<file path="src/sv/qapm_pkg.sv">
`timescale 1ns / 1ps

package qapm_pkg;

  localparam int FRACTION_BITS = 8;
  localparam int GAIN_BITS     = 20;

  localparam int IN_W    = 24;
  localparam int DIFF_W  = IN_W + 1;
  localparam int VAL_W   = 28;
  localparam int GAIN_W  = 27;
  localparam int PROD_W  = VAL_W + GAIN_W;
  localparam int RND_W   = 32;
  localparam int INT_W   = 32;
  localparam int ACC_W   = 32;
  localparam int MIX_W   = ACC_W + 2;
  localparam int PULSE_W = 11;

  localparam logic [PULSE_W-1:0] PULSE_MIN = 11'd1000;
  localparam logic [PULSE_W-1:0] PULSE_MAX = 11'd2000;

  localparam logic signed [INT_W-1:0] LIM_100 = INT_W'(100 << FRACTION_BITS);
  localparam logic signed [INT_W-1:0] LIM_150 = INT_W'(150 << FRACTION_BITS);

  // one multiply per operation, in this order
  typedef enum logic [3:0] {
    OP_ANG_P_X,
    OP_ANG_I_X,
    OP_RATE_I_X,
    OP_RATE_P_X,
    OP_RATE_D_X,
    OP_ANG_P_Y,
    OP_ANG_I_Y,
    OP_RATE_I_Y,
    OP_RATE_P_Y,
    OP_RATE_D_Y,
    OP_YAW_I,
    OP_YAW_P,
    OP_YAW_D
  } op_t;

  // gains with GAIN_BITS fraction bits, tick time folded in
  function automatic logic [GAIN_W-1:0] gain_of(op_t op);
    logic [GAIN_W-1:0] g;
    case (op)
      OP_ANG_P_X:  g = GAIN_W'(3774874);
      OP_ANG_I_X:  g = GAIN_W'(4089);
      OP_RATE_I_X: g = GAIN_W'(31);
      OP_RATE_P_X: g = GAIN_W'(2516582);
      OP_RATE_D_X: g = GAIN_W'(699051);
      OP_ANG_P_Y:  g = GAIN_W'(3670016);
      OP_ANG_I_Y:  g = GAIN_W'(315);
      OP_RATE_I_Y: g = GAIN_W'(315);
      OP_RATE_P_Y: g = GAIN_W'(2202010);
      OP_RATE_D_Y: g = GAIN_W'(1572864);
      OP_YAW_I:    g = GAIN_W'(2202);
      OP_YAW_P:    g = GAIN_W'(2621440);
      OP_YAW_D:    g = GAIN_W'(34952533);
      default:     g = '0;
    endcase
    return g;
  endfunction

  function automatic logic signed [INT_W-1:0] clamp_int(logic signed [INT_W:0] v,
                                                         logic signed [INT_W-1:0] lim);
    logic signed [INT_W:0] hi;
    logic signed [INT_W:0] lo;
    hi = (INT_W+1)'(lim);
    lo = -hi;
    if (v > hi) return lim;
    if (v < lo) return -lim;
    return v[INT_W-1:0];
  endfunction

endpackage

</file>
<file path="src/sv/qapm_mul.sv">
`timescale 1ns / 1ps

module qapm_mul (
  input  logic                              clk,
  input  logic signed [qapm_pkg::VAL_W-1:0] val,
  input  logic        [qapm_pkg::GAIN_W-1:0] gain,
  output logic signed [qapm_pkg::RND_W-1:0] rnd_r
);
  import qapm_pkg::*;

  logic signed [PROD_W-1:0] prod;
  logic signed [PROD_W-1:0] prod_r;
  logic signed [PROD_W-1:0] rsum;
  logic signed [PROD_W-1:0] rsh;

  // gain msb is always zero, so the signed view is its true value
  assign prod = PROD_W'(val) * PROD_W'($signed(gain));

  // round to nearest, ties up: add half an lsb then floor
  assign rsum = prod_r + (PROD_W'(1) <<< (GAIN_BITS - 1));
  assign rsh  = rsum >>> GAIN_BITS;

  always_ff @(posedge clk) begin
    prod_r <= prod;
    rnd_r  <= rsh[RND_W-1:0];
  end

endmodule

</file>
<file path="src/sv/qapm_mix.sv">
`timescale 1ns / 1ps

module qapm_mix (
  input  logic signed [qapm_pkg::MIX_W-1:0]   mix,
  input  logic        [qapm_pkg::PULSE_W-1:0] base,
  output logic        [qapm_pkg::PULSE_W-1:0] pulse
);
  import qapm_pkg::*;

  localparam logic signed [MIX_W:0] MAX_S = $signed({{(MIX_W+1-PULSE_W){1'b0}}, PULSE_MAX});
  localparam logic signed [MIX_W:0] MIN_S = $signed({{(MIX_W+1-PULSE_W){1'b0}}, PULSE_MIN});

  logic                  neg;
  logic [MIX_W-1:0]      mag;
  logic [MIX_W-1:0]      whole;
  logic signed [MIX_W:0] w;
  logic signed [MIX_W:0] sum;

  always_comb begin
    neg   = mix[MIX_W-1];
    mag   = neg ? MIX_W'(-mix) : MIX_W'(mix);
    // truncate toward zero on the magnitude
    whole = mag >> FRACTION_BITS;
    w     = neg ? -$signed({1'b0, whole}) : $signed({1'b0, whole});
    sum   = w + $signed({{(MIX_W+1-PULSE_W){1'b0}}, base});
    if (sum > MAX_S) begin
      pulse = PULSE_MAX;
    end else if (sum <= MIN_S) begin
      pulse = PULSE_MIN;
    end else begin
      pulse = sum[PULSE_W-1:0];
    end
  end

endmodule

</file>
<file path="src/sv/quad_attitude_pid_mixer_top.sv">
`timescale 1ns / 1ps
// An accepted request runs 13 multiplies on the one shared multiplier (states S_MUL,
// S_RND, S_ACC each), then the mixer in S_MIX and the output load in S_DONE.
// No new request is taken until the last is loaded; in_ready is high only while idle.
// A finished result waits in the output register while the next request is accepted.
// Reset (rst_n low, synchronous) clears integrals, last rates, sequencer and out_valid.
module quad_attitude_pid_mixer_top (
  input  logic                                clk,
  input  logic                                rst_n,
  input  logic                                in_valid,
  output logic                                in_ready,
  input  logic signed [qapm_pkg::IN_W-1:0]    in_roll_angle,
  input  logic signed [qapm_pkg::IN_W-1:0]    in_pitch_angle,
  input  logic signed [qapm_pkg::IN_W-1:0]    in_rate_x,
  input  logic signed [qapm_pkg::IN_W-1:0]    in_rate_y,
  input  logic signed [qapm_pkg::IN_W-1:0]    in_rate_z,
  input  logic signed [qapm_pkg::IN_W-1:0]    in_roll_target,
  input  logic signed [qapm_pkg::IN_W-1:0]    in_pitch_target,
  input  logic signed [qapm_pkg::IN_W-1:0]    in_yaw_target,
  input  logic        [qapm_pkg::PULSE_W-1:0] in_base_throttle,
  output logic                                out_valid,
  input  logic                                out_ready,
  output logic        [qapm_pkg::PULSE_W-1:0] out_motor_front_left,
  output logic        [qapm_pkg::PULSE_W-1:0] out_motor_front_right,
  output logic        [qapm_pkg::PULSE_W-1:0] out_motor_rear_right,
  output logic        [qapm_pkg::PULSE_W-1:0] out_motor_rear_left
);
  import qapm_pkg::*;

  typedef enum logic [2:0] {S_IDLE, S_MUL, S_RND, S_ACC, S_MIX, S_DONE} state_t;

  state_t                    state_r;
  op_t                       op_r;
  logic [2:0]                cnt_r;

  logic signed [DIFF_W-1:0]  ex_r, ey_r, ez_r, dx_r, dy_r, dz_r;
  logic signed [IN_W-1:0]    gx_r, gy_r;
  logic signed [IN_W-1:0]    last_x_r, last_y_r, last_z_r;
  logic signed [VAL_W-1:0]   rx_r, ry_r;
  logic signed [INT_W-1:0]   ai_x_r, ri_x_r, ai_y_r, ri_y_r, yi_r;
  logic signed [ACC_W-1:0]   roll_r, pitch_r, yaw_r;
  logic [PULSE_W-1:0]        base_r;
  logic signed [MIX_W-1:0]   mix_r;
  logic [PULSE_W-1:0]        mot_r [4];
  logic                      out_valid_r;
  logic [PULSE_W-1:0]        fl_r, fr_r, rr_r, rl_r;

  logic signed [VAL_W-1:0]   val_sel;
  logic [GAIN_W-1:0]         gain_sel;
  logic signed [RND_W-1:0]   rnd_r;
  logic signed [INT_W-1:0]   int_cur;
  logic signed [INT_W-1:0]   int_lim;
  logic signed [INT_W-1:0]   int_new;
  logic signed [ACC_W-1:0]   acc_sel;
  logic signed [ACC_W-1:0]   acc_add;
  logic signed [ACC_W-1:0]   acc_new;
  logic signed [VAL_W-1:0]   rate_err;
  logic signed [MIX_W-1:0]   mix_sum;
  logic [PULSE_W-1:0]        pulse;
  logic [1:0]                mot_idx;

  qapm_mul u_mul (
    .clk   (clk),
    .val   (val_sel),
    .gain  (gain_sel),
    .rnd_r (rnd_r)
  );

  qapm_mix u_mix (
    .mix   (mix_r),
    .base  (base_r),
    .pulse (pulse)
  );

  // operand select for the shared multiplier
  always_comb begin
    gain_sel = gain_of(op_r);
    case (op_r)
      OP_ANG_P_X, OP_ANG_I_X:   val_sel = VAL_W'(ex_r);
      OP_RATE_I_X, OP_RATE_P_X: val_sel = rx_r;
      OP_RATE_D_X:              val_sel = VAL_W'(dx_r);
      OP_ANG_P_Y, OP_ANG_I_Y:   val_sel = VAL_W'(ey_r);
      OP_RATE_I_Y, OP_RATE_P_Y: val_sel = ry_r;
      OP_RATE_D_Y:              val_sel = VAL_W'(dy_r);
      OP_YAW_I, OP_YAW_P:       val_sel = VAL_W'(ez_r);
      OP_YAW_D:                 val_sel = VAL_W'(dz_r);
      default:                  val_sel = '0;
    endcase
  end

  // accumulate step
  always_comb begin
    case (op_r)
      OP_ANG_I_X:  begin int_cur = ai_x_r; int_lim = LIM_100; end
      OP_RATE_I_X: begin int_cur = ri_x_r; int_lim = LIM_150; end
      OP_ANG_I_Y:  begin int_cur = ai_y_r; int_lim = LIM_150; end
      OP_RATE_I_Y: begin int_cur = ri_y_r; int_lim = LIM_150; end
      OP_YAW_I:    begin int_cur = yi_r;   int_lim = LIM_100; end
      default:     begin int_cur = '0;     int_lim = LIM_100; end
    endcase
    int_new = clamp_int((INT_W+1)'(int_cur) + (INT_W+1)'(rnd_r), int_lim);

    case (op_r)
      OP_ANG_I_X, OP_RATE_I_X, OP_RATE_P_X, OP_RATE_D_X: acc_sel = roll_r;
      OP_ANG_I_Y, OP_RATE_I_Y, OP_RATE_P_Y, OP_RATE_D_Y: acc_sel = pitch_r;
      default:                                           acc_sel = yaw_r;
    endcase
    case (op_r)
      OP_ANG_I_X, OP_RATE_I_X, OP_ANG_I_Y, OP_RATE_I_Y, OP_YAW_I: acc_add = ACC_W'(int_new);
      OP_RATE_D_X, OP_RATE_D_Y, OP_YAW_D:                         acc_add = -rnd_r;
      default:                                                    acc_add = rnd_r;
    endcase
    acc_new  = acc_sel + acc_add;
    rate_err = VAL_W'(rnd_r) - VAL_W'((op_r == OP_ANG_P_X) ? gx_r : gy_r);
  end

  // X-frame mix, one motor per cycle
  always_comb begin
    case (cnt_r[1:0])
      2'd0:    mix_sum =  MIX_W'(roll_r) - MIX_W'(pitch_r) + MIX_W'(yaw_r);
      2'd1:    mix_sum = -MIX_W'(roll_r) - MIX_W'(pitch_r) - MIX_W'(yaw_r);
      2'd2:    mix_sum = -MIX_W'(roll_r) + MIX_W'(pitch_r) + MIX_W'(yaw_r);
      default: mix_sum =  MIX_W'(roll_r) + MIX_W'(pitch_r) - MIX_W'(yaw_r);
    endcase
    mot_idx = cnt_r[1:0] - 2'd1;
  end

  always_ff @(posedge clk) begin
    if (!rst_n) begin
      state_r     <= S_IDLE;
      op_r        <= OP_ANG_P_X;
      cnt_r       <= '0;
      out_valid_r <= 1'b0;
      ai_x_r      <= '0;
      ri_x_r      <= '0;
      ai_y_r      <= '0;
      ri_y_r      <= '0;
      yi_r        <= '0;
      last_x_r    <= '0;
      last_y_r    <= '0;
      last_z_r    <= '0;
    end else begin
      // S_DONE sets out_valid_r itself
      if (out_valid_r && out_ready && state_r != S_DONE) begin
        out_valid_r <= 1'b0;
      end
      case (state_r)
        S_IDLE: begin
          if (in_valid) begin
            ex_r     <= DIFF_W'(in_roll_target) - DIFF_W'(in_roll_angle);
            ey_r     <= DIFF_W'(in_pitch_target) - DIFF_W'(in_pitch_angle);
            ez_r     <= DIFF_W'(in_yaw_target) - DIFF_W'(in_rate_z);
            dx_r     <= DIFF_W'(in_rate_x) - DIFF_W'(last_x_r);
            dy_r     <= DIFF_W'(in_rate_y) - DIFF_W'(last_y_r);
            dz_r     <= DIFF_W'(in_rate_z) - DIFF_W'(last_z_r);
            gx_r     <= in_rate_x;
            gy_r     <= in_rate_y;
            last_x_r <= in_rate_x;
            last_y_r <= in_rate_y;
            last_z_r <= in_rate_z;
            base_r   <= in_base_throttle;
            roll_r   <= '0;
            pitch_r  <= '0;
            yaw_r    <= '0;
            op_r     <= OP_ANG_P_X;
            state_r  <= S_MUL;
          end
        end
        S_MUL: state_r <= S_RND;
        S_RND: state_r <= S_ACC;
        S_ACC: begin
          case (op_r)
            OP_ANG_P_X:  rx_r <= rate_err;
            OP_ANG_P_Y:  ry_r <= rate_err;
            OP_ANG_I_X:  begin ai_x_r <= int_new; roll_r  <= acc_new; end
            OP_RATE_I_X: begin ri_x_r <= int_new; roll_r  <= acc_new; end
            OP_ANG_I_Y:  begin ai_y_r <= int_new; pitch_r <= acc_new; end
            OP_RATE_I_Y: begin ri_y_r <= int_new; pitch_r <= acc_new; end
            OP_YAW_I:    begin yi_r   <= int_new; yaw_r   <= acc_new; end
            OP_RATE_P_X, OP_RATE_D_X: roll_r  <= acc_new;
            OP_RATE_P_Y, OP_RATE_D_Y: pitch_r <= acc_new;
            default:                  yaw_r   <= acc_new;
          endcase
          if (op_r == OP_YAW_D) begin
            cnt_r   <= '0;
            state_r <= S_MIX;
          end else begin
            op_r    <= op_t'(4'(op_r + 4'd1));
            state_r <= S_MUL;
          end
        end
        S_MIX: begin
          // mixer output is combinational on mix_r, so it trails mix_sum by the mix_r register
          mix_r <= mix_sum;
          if (cnt_r != 3'd0) begin
            mot_r[mot_idx] <= pulse;
          end
          if (cnt_r == 3'd4) begin
            state_r <= S_DONE;
          end else begin
            cnt_r <= cnt_r + 3'd1;
          end
        end
        S_DONE: begin
          if (!out_valid_r || out_ready) begin
            fl_r        <= mot_r[0];
            fr_r        <= mot_r[1];
            rr_r        <= mot_r[2];
            rl_r        <= mot_r[3];
            out_valid_r <= 1'b1;
            state_r     <= S_IDLE;
          end
        end
        default: state_r <= S_IDLE;
      endcase
    end
  end

  assign in_ready              = (state_r == S_IDLE);
  assign out_valid             = out_valid_r;
  assign out_motor_front_left  = fl_r;
  assign out_motor_front_right = fr_r;
  assign out_motor_rear_right  = rr_r;
  assign out_motor_rear_left   = rl_r;

endmodule

</file>
<file path="config.mk">
export PLATFORM = sky130hd
export DESIGN_NAME = quad_attitude_pid_mixer_top
export DESIGN_NICKNAME = d
export VERILOG_FILES = /design/src/sv/qapm_pkg.sv /design/src/sv/qapm_mul.sv /design/src/sv/qapm_mix.sv /design/src/sv/quad_attitude_pid_mixer_top.sv
export SDC_FILE = /design/constraint.sdc
export NUM_CORES = 2
export LEC_CHECK = 0
export ABC_CLOCK_PERIOD_IN_PS = 32200
export BUFFER_PORTS_ARGS = -buffer_cell sky130_fd_sc_hd__buf_4
export CORE_AREA = 2 2 406 408
export CTS_CLUSTER_DIAMETER = 40
export DETAILED_ROUTE_END_ITERATION = 16
export DIE_AREA = 0 0 408 410
export PLACE_DENSITY_LB_ADDON = 0.1
export SETUP_SLACK_MARGIN = 0.05
export SYNTH_ARGS = -nofsm -noshare
export SYNTH_HDL_FRONTEND = slang
export SYNTH_HIERARCHICAL = 1
export SYNTH_SLANG_ARGS = --single-unit
export TNS_END_PERCENT = 1
</file>
<file path="constraint.sdc">
create_clock -name clk -period 32.2 [get_ports clk]
set_input_delay 6.44 -clock clk [delete_from_list [all_inputs] [get_ports clk]]
set_output_delay 6.44 -clock clk [all_outputs]
set_load 0.01 [all_outputs]
</file>
[Word level (Yosys, flattened, before mapping)]
Memories as Yosys holds them, arrays and structs flattened. A register that Yosys moved wholly into a read port is not among the register bits.
Cells that the tools add are included.
Operators by class
  mux-type cells: 45
  $mul: 1
  add/sub/neg operators: 28
  reduce and logical (&&, ||, !) cells: 38
  order comparisons: 4
  equality and inequality tests: 30
Operators by type and width (count)
  32-bit one-hot mux with 2 select lines: 5
  32-bit 2-to-1 mux: 8
  28-bit one-hot mux with 8 select lines: 1
  32-bit one-hot mux with 5 select lines: 1
  24-bit by 24-bit subtractor with 25-bit output: 6
  34-bit one-hot mux with 3 select lines: 1
  34-bit by 32-bit adder with 34-bit output: 2
  34-bit by 32-bit subtractor with 34-bit output: 2
  32-bit by 32-bit adder with 33-bit output: 2
  32-bit negator: 2
  52-bit by 21-bit adder with 52-bit output (second input constant): 1
  28-bit by 27-bit multiplier with 52-bit output: 1
  35-bit by 12-bit adder with 35-bit output: 1
  35-bit by 12-bit greater-than comparator with 1-bit output (second input constant): 1
  35-bit by 11-bit <= comparator with 1-bit output (second input constant): 1
  35-bit 2-to-1 mux: 1
  26-bit negator with 35-bit output: 1
  33-bit by 32-bit adder with 34-bit output: 1
  34-bit 2-to-1 mux: 1
  32-bit negator with 34-bit output: 1
  34-bit negator: 1
  33-bit by 32-bit subtractor with 34-bit output: 1
  33-bit by 32-bit greater-than comparator with 1-bit output: 1
  33-bit less-than comparator: 1
  other kinds (43): 102
Storage, ports and cells
  bits in registers: 722
  logic and storage cells: 177
  memories: 2
  memory bits (writable): 44
  bits in read-only memories: 368
Memory list
  (name not given): depth 16, bits a word 23, rd ports 1, clocked after memory_dff 1, wr ports 0, RTL line qapm_pkg.sv:45  | case (op)
  mot_r: depth 4, bits a word 11, rd ports 4, clocked after memory_dff 4, wr ports 1, RTL line quad_attitude_pid_mixer_top.sv:44  | logic [PULSE_W-1:0] mot_r [4];

[Depth between registers and ports, before layout]
  word-level depth: 13
  gate-level depth with buffers: 45
  depth with buffers taken out: 42

[Modules after synthesis]
Netlist, hierarchy kept.
By module, submodules not included
  quad_attitude_pid_mixer_top: times used 1, area an instance 49769.0 sq um, sequential area each 19728.9 sq um, cells each 5207
  qapm_mul: times used 1, area an instance 27805.4 sq um, sequential area each 1301.2 sq um, cells each 3050
  qapm_mix: times used 1, area an instance 3240.6 sq um, sequential area each 0.0 sq um, cells each 439

[Worst setup path after synthesis]
Ideal clock, no wire load.
  path type: input to register
  start point: input rst_n
  end point: register base_r[0] (enable)
  cell stages on the path: 4
  data arrival time: 15.597 ns
  setup time: 0.783 ns
  path slack: 15.821 ns
  cell sequence: inv_1 > clkbuf_1 > clkbuf_1 > nor2_1
On the way
  word-level cells in the longest chain between the ends: 1
RTL lines
  start: declaration: RTL line quad_attitude_pid_mixer_top.sv:9  | input logic rst_n,
  3-bit AND reduction (no source line)
  end signal: assignment: RTL line quad_attitude_pid_mixer_top.sv:161  | base_r <= in_base_throttle;
  end: declaration: RTL line quad_attitude_pid_mixer_top.sv:42  | logic [PULSE_W-1:0] base_r;
No other way between the ends.
A chain may end at the register's enable or synchronous reset.

[Worst setup path after layout]
  start point: register op_r[2]
  end point: register roll_r[30] (data pin)
On the way
  word-level cells in the longest chain between the ends: 13
  elaborated cells on any way between the ends: 34
  classes of those cells: add/sub (4); order compare (2); eq/ne (10); mux (13); reduce/logical (5)
RTL lines
  start: declaration: RTL line quad_attitude_pid_mixer_top.sv:33  | op_t op_r;
  start signal: assignment: RTL line quad_attitude_pid_mixer_top.sv:188  | op_r <= op_t'(4'(op_r + 4'd1));
  4-bit by 3-bit equality test with 1-bit output or 4-bit by 2-bit equality test with 1-bit output (tied branches): RTL line quad_attitude_pid_mixer_top.sv:93, quad_attitude_pid_mixer_top.sv:103, quad_attitude_pid_mixer_top.sv:108
  3-bit OR reduction (no source line)
  16-bit 2-to-1 mux: RTL line quad_attitude_pid_mixer_top.sv:93  | case (op_r)
  32-bit negator with 33-bit output: RTL line qapm_pkg.sv:69  | lo = -hi;
  33-bit less-than comparator: RTL line qapm_pkg.sv:71  | if (v < lo) return -lim;
  1-bit 2-to-1 mux (2 in series): RTL line qapm_pkg.sv:71
  32-bit 2-to-1 mux: RTL line qapm_pkg.sv:72  | return v[INT_W-1:0];
  32-bit 2-to-1 mux: RTL line qapm_pkg.sv:71
  32-bit one-hot mux with 2 select lines: RTL line quad_attitude_pid_mixer_top.sv:108  | case (op_r)
  32-bit adder (*): RTL line quad_attitude_pid_mixer_top.sv:113  | acc_new = acc_sel + acc_add;
  32-bit 2-to-1 mux (*): RTL line quad_attitude_pid_mixer_top.sv:172  | case (op_r)
  32-bit one-hot mux with 2 select lines (*): RTL line quad_attitude_pid_mixer_top.sv:147  | case (state_r)
  end signal: assignment: RTL line quad_attitude_pid_mixer_top.sv:175  | OP_ANG_I_X: begin ai_x_r <= int_new; roll_r <= acc_new; end
  end signal: assignment: RTL line quad_attitude_pid_mixer_top.sv:176  | OP_RATE_I_X: begin ri_x_r <= int_new; roll_r <= acc_new; end
  end signal: assignment: RTL line quad_attitude_pid_mixer_top.sv:180  | OP_RATE_P_X, OP_RATE_D_X: roll_r <= acc_new;
  end: declaration: RTL line quad_attitude_pid_mixer_top.sv:41  | logic signed [ACC_W-1:0] roll_r, pitch_r, yaw_r;
Every way passes the cells marked *; elsewhere a longest branch is shown, timed or not. The select of a mux whose other input is x is not followed.

==> metrics.json <==
{
  "outcome": {"value": "complete, no violations"},
  "timing_worst_setup_path_type": {"value": "reg -> reg"},
  "wire_per_inst": {"value": 22.1, "unit": "microns"},
  "initial_utilization": {"value": 49.4, "unit": "%"},
  "tritoncts": {"value": "yes"},
  "synth_enable_flop_cells": {"value": 483},
  "hpwl": {"value": 187000, "unit": "microns"},
  "synth.mux.area_fraction": {"value": 0.660, "unit": "%"},
  "hold_buffers": {"value": 0},
  "drc": {"value": 0},
  "slew_headroom": {"value": 8.85, "unit": "%"},
  "dr.first_iter.drc_count": {"value": 5289},
  "clkTransAtPathRegs": {"value": 0.05, "unit": "ns"},
  "postCtsSetupRepairBufs": {"value": 0},
  "cp_top_family": {"value": "compound AO/OA/AOI/OAI gates"},
  "synth_seq_area_share": {"value": 26.0, "unit": "%"},
  "path_buf_inv": {"value": 3},
  "finalCritPeriodShare": {"value": 38.0, "unit": "%"},
  "predominant_post_synthesis_flop_cell": {"value": "edfxtp_1"},
  "grt_setup_unrepaired": {"value": "false"},
  "setup.worst_path.start_class": {"value": "flop"},
  "first_global_vias": {"value": 63851},
  "reported_max_cap_violation_count": {"value": 0},
  "timing.critical_path.mode_cell": {"value": "o21ai_0"},
  "synth_warnings": {"value": 6},
  "antenna_found_initial": {"value": 8},
  "post_cts.resized_instances": {"value": 0},
  "area_growth_syn_to_layout": {"value": 11.2, "unit": "%"},
  "portBuffers": {"value": 252},
  "design.portCount": {"value": 253},
  "antenna_viol_nets_final": {"value": 0},
  "layout_min_cycle_time": {"value": 12.25, "unit": "ns"},
  "cts_htree_levels": {"value": 4},
  "share_of_synthesized_cell_area_in_full_adder_half_adder_and_majority_cells": {"value": 30.9, "unit": "%"},
  "gr-usage-met3": {"value": 4.28, "unit": "%"},
  "finish.net_count": {"value": 10508},
  "fin_skew": {"value": 0.0738, "unit": "ns"},
  "nFillCells": {"value": 14767},
  "synth.lib_cells_used.distinct": {"value": 117},
  "ctsRootBufferMaster": {"value": "clkbuf_16"},
  "worst_ep_required_time": {"value": 32.78, "unit": "ns"},
  "cts_num_sinks": {"value": 809},
  "grt_pass1_wl": {"value": 380000, "unit": "microns"},
  "detailroute.via_count": {"value": 63286},
  "critPathMaxStageDelay": {"value": 0.65, "unit": "ns"},
  "floorplan.rows": {"value": 149},
  "ys_ff_latch": {"value": 809},
  "synth-compound-area-share": {"value": 14.6, "unit": "%"},
  "global_route.peak_usage_layer": {"value": "met2"},
  "finalMaxSlewViolations": {"value": 0},
  "worst_slew_pin_slew": {"value": 1.35, "unit": "ns"},
  "placeableCoreArea": {"value": 163000, "unit": "sq um"},
  "global_route.usage.met1": {"value": 39.7, "unit": "%"},
  "worstPathArrival": {"value": 12.82, "unit": "ns"},
  "max_clock_freq": {"value": 81.6, "unit": "MHz"},
  "hold_viol_final": {"value": 0},
  "postRouteWirelength": {"value": 247000, "unit": "microns"},
  "chipHeight": {"value": 410, "unit": "microns"},
  "clock_tree.buffer_depth": {"value": 3},
  "cp_slowest_cell": {"value": "or4_1"},
  "synthesis.area": {"value": 80800, "unit": "sq um"},
  "grt_max_degree": {"value": 78},
  "asyncSetResetFlopFracSynth": {"value": 0, "unit": "%"},
  "worst-path-max-fanout": {"value": 39},
  "yosys.area_share.xor_xnor": {"value": 4.80, "unit": "%"},
  "grt_overflow": {"value": 0},
  "postSynthAreaPerCell": {"value": 9.29, "unit": "sq um"},
  "globalRouteTotalUtil": {"value": 29.4, "unit": "%"},
  "design.die.area": {"value": 167000, "unit": "sq um"},
  "use_met2": {"value": 47.8, "unit": "%"},
  "synthTopCellsByArea": {"value": "fa_1 22%, edfxtp_1 18%, ha_1 8.7%, dfxtp_1 8.1%, inv_1 6.6%"},
  "tritoncts.num_buffers": {"value": 136},
  "clk-insertion-delay-late": {"value": 0.78, "unit": "ns"},
  "first_pass_iters": {"value": 6},
  "finalSetupViolCount": {"value": 0},
  "synthSimpleGateAreaFrac": {"value": 14.6, "unit": "%"},
  "hold_class": {"value": "reg -> reg"},
  "gp_congestion": {"value": 0.935},
  "drt-vias-per-instance": {"value": 5.68},
  "proportion_of_netlist_area_held_by_the_largest_area_contributor": {"value": 22.2, "unit": "%"},
  "timing.critical_path.to_type": {"value": "flop"},
  "horizontal_die_dimension": {"value": 408, "unit": "microns"},
  "post-synth-top-area-cell": {"value": "fa_1"},
  "layout-drive-gt1-share": {"value": 7.94, "unit": "%"},
  "post_synth_inst_count": {"value": 8696},
  "setup_tns": {"value": 0, "unit": "ns"},
  "synth_top_family_by_area": {"value": "adder cells"}
}
==> per-stage QoR <==
step                hold slack (ns)  cells  setup slack [ns]  instance area, sq um  util, %
CTS                           0.416  11140             20.20                 89900     55.0
finish                        0.415  11143             19.95                 89900     55.0
global placement              0.403  10892             20.37                 84900     51.9
detailed placement            0.405  10892             20.27                 84900     51.9
floorplan                     0.400   8700             15.82                 80800        -
global route                  0.422  11141             18.98                 89900     55.0
==> cell usage in the layout (no fill, tap or decap), types with 45 or more instances in the layout <==
cell | synthesis | final
a22oi_1 | 127 | 127
nand3_1 | 164 | 164
nor2b_1 | 69 | 69
a222oi_1 | 70 | 70
o31ai_1 | 71 | 71
edfxtp_1 | 483 | 483
nand2_1 | 971 | 970
fa_1 | 897 | 897
a21oi_1 | 426 | 425
o21ai_0 | 284 | 284
nand2b_1 | 63 | 63
xnor2_1 | 311 | 311
dfxtp_1 | 326 | 320
mux2i_1 | 45 | 45
and2_1 | 336 | 335
and3_1 | 65 | 65
nand4_1 | 63 | 63
xor2_1 | 130 | 130
a21o_1 | 137 | 137
o21a_1 | 143 | 143
a31oi_1 | 46 | 46
nor2_1 | 373 | 369
ha_1 | 563 | 562
clkbuf_16 | 0 | 140
inv_1 | 1413 | 1412
nor3_1 | 132 | 128
buf_4 | 4 | 358
==> cells in the mapped netlist (45+ instances only) <==
cell type	n
inv_1	1413
nand2_1	971
fa_1	897
ha_1	563
edfxtp_1	483
a21oi_1	426
nor2_1	373
and2_1	336
clkbuf_1	326
dfxtp_1	326
xnor2_1	311
o21ai_0	284
nand3_1	164
o21a_1	143
a21o_1	137
nor3_1	132
xor2_1	130
a22oi_1	127
o31ai_1	71
a222oi_1	70
nor2b_1	69
and3_1	65
nand2b_1	63
nand4_1	63
a31oi_1	46
mux2i_1	45
==> kinds of logic (layout without fill, tap and decap cells) <==
family / after synthesis / after routing
mux: 52 / 52
flops: 809 / 809
buf+inv: 1769 / 2020
xor+xnor: 442 / 442
fa+ha+maj: 1460 / 1460
compound gates: 1727 / 1727
other cells: 1 / 8
simple gates: 2436 / 2436
==> worst register-to-register path, delay by kind of cell, from the launching register on <==
family / cells / cell delay (ns)
compound gates: 17 / 4.85
xor+xnor: 1 / 0.63
fa+ha+maj: 4 / 1.33
mux: 1 / 0.30
flops: 1 / 0.64
buf+inv: 3 / 0.81
simple gates: 15 / 3.48
==> layer usage <==
metal / vias to the layer above / part of all wire (%) / wire, microns
li1: 29374 / - / -
met1: 31278 / 43 / 105000
met2: 2208 / 46 / 114000
met3: 424 / 6.7 / 16500
met4: 2 / 4.4 / 10700
met5: - / 0.0032 / 8
==> worst paths after layout <==
check         startpoint                      end  slack, ns  depth (start not counted)
max              op_r[2]               roll_r[30]      19.95                         41
min          mot_r[0][2]  out_motor_front_left[2]       0.42                          0
max reg2reg      op_r[2]               roll_r[30]      19.95                         41
min reg2reg  mot_r[0][2]  out_motor_front_left[2]       0.42                          0
==> state kept, by name (all words and copies together) (netlist names), 25 cells and up <==
signal	flops
yaw_r	32
dz_r	25
ai_x_r	32
ry_r	28
yi_r	32
ex_r	25
ez_r	25
ri_y_r	32
dy_r	25
u_mul/rnd_r	32
ey_r	25
pitch_r	32
mix_r	34
u_mul/prod_r	33
roll_r	32
mot_r	44
ri_x_r	32
ai_y_r	32
dx_r	25
rx_r	28
==> cell type report <==
cell class | count | area (sq um) | area share (%)
clock buffers | 152 | 3580 | 3.98
repair buffers | 358 | 2690 | 2.99
multi-input cells | 6122 | 53100 | 59.1
clock inverters | 96 | 1370 | 1.52
diodes | 3 | 7.51 | 0.00835
well taps | 2189 | 2740 | 3.05
inverters | 1414 | 5310 | 5.91
flip-flops and latches | 809 | 21000 | 23.4
Power is not shown: default switching activity piles up to over one toggle a cycle in this logic, so the estimate is an artifact.
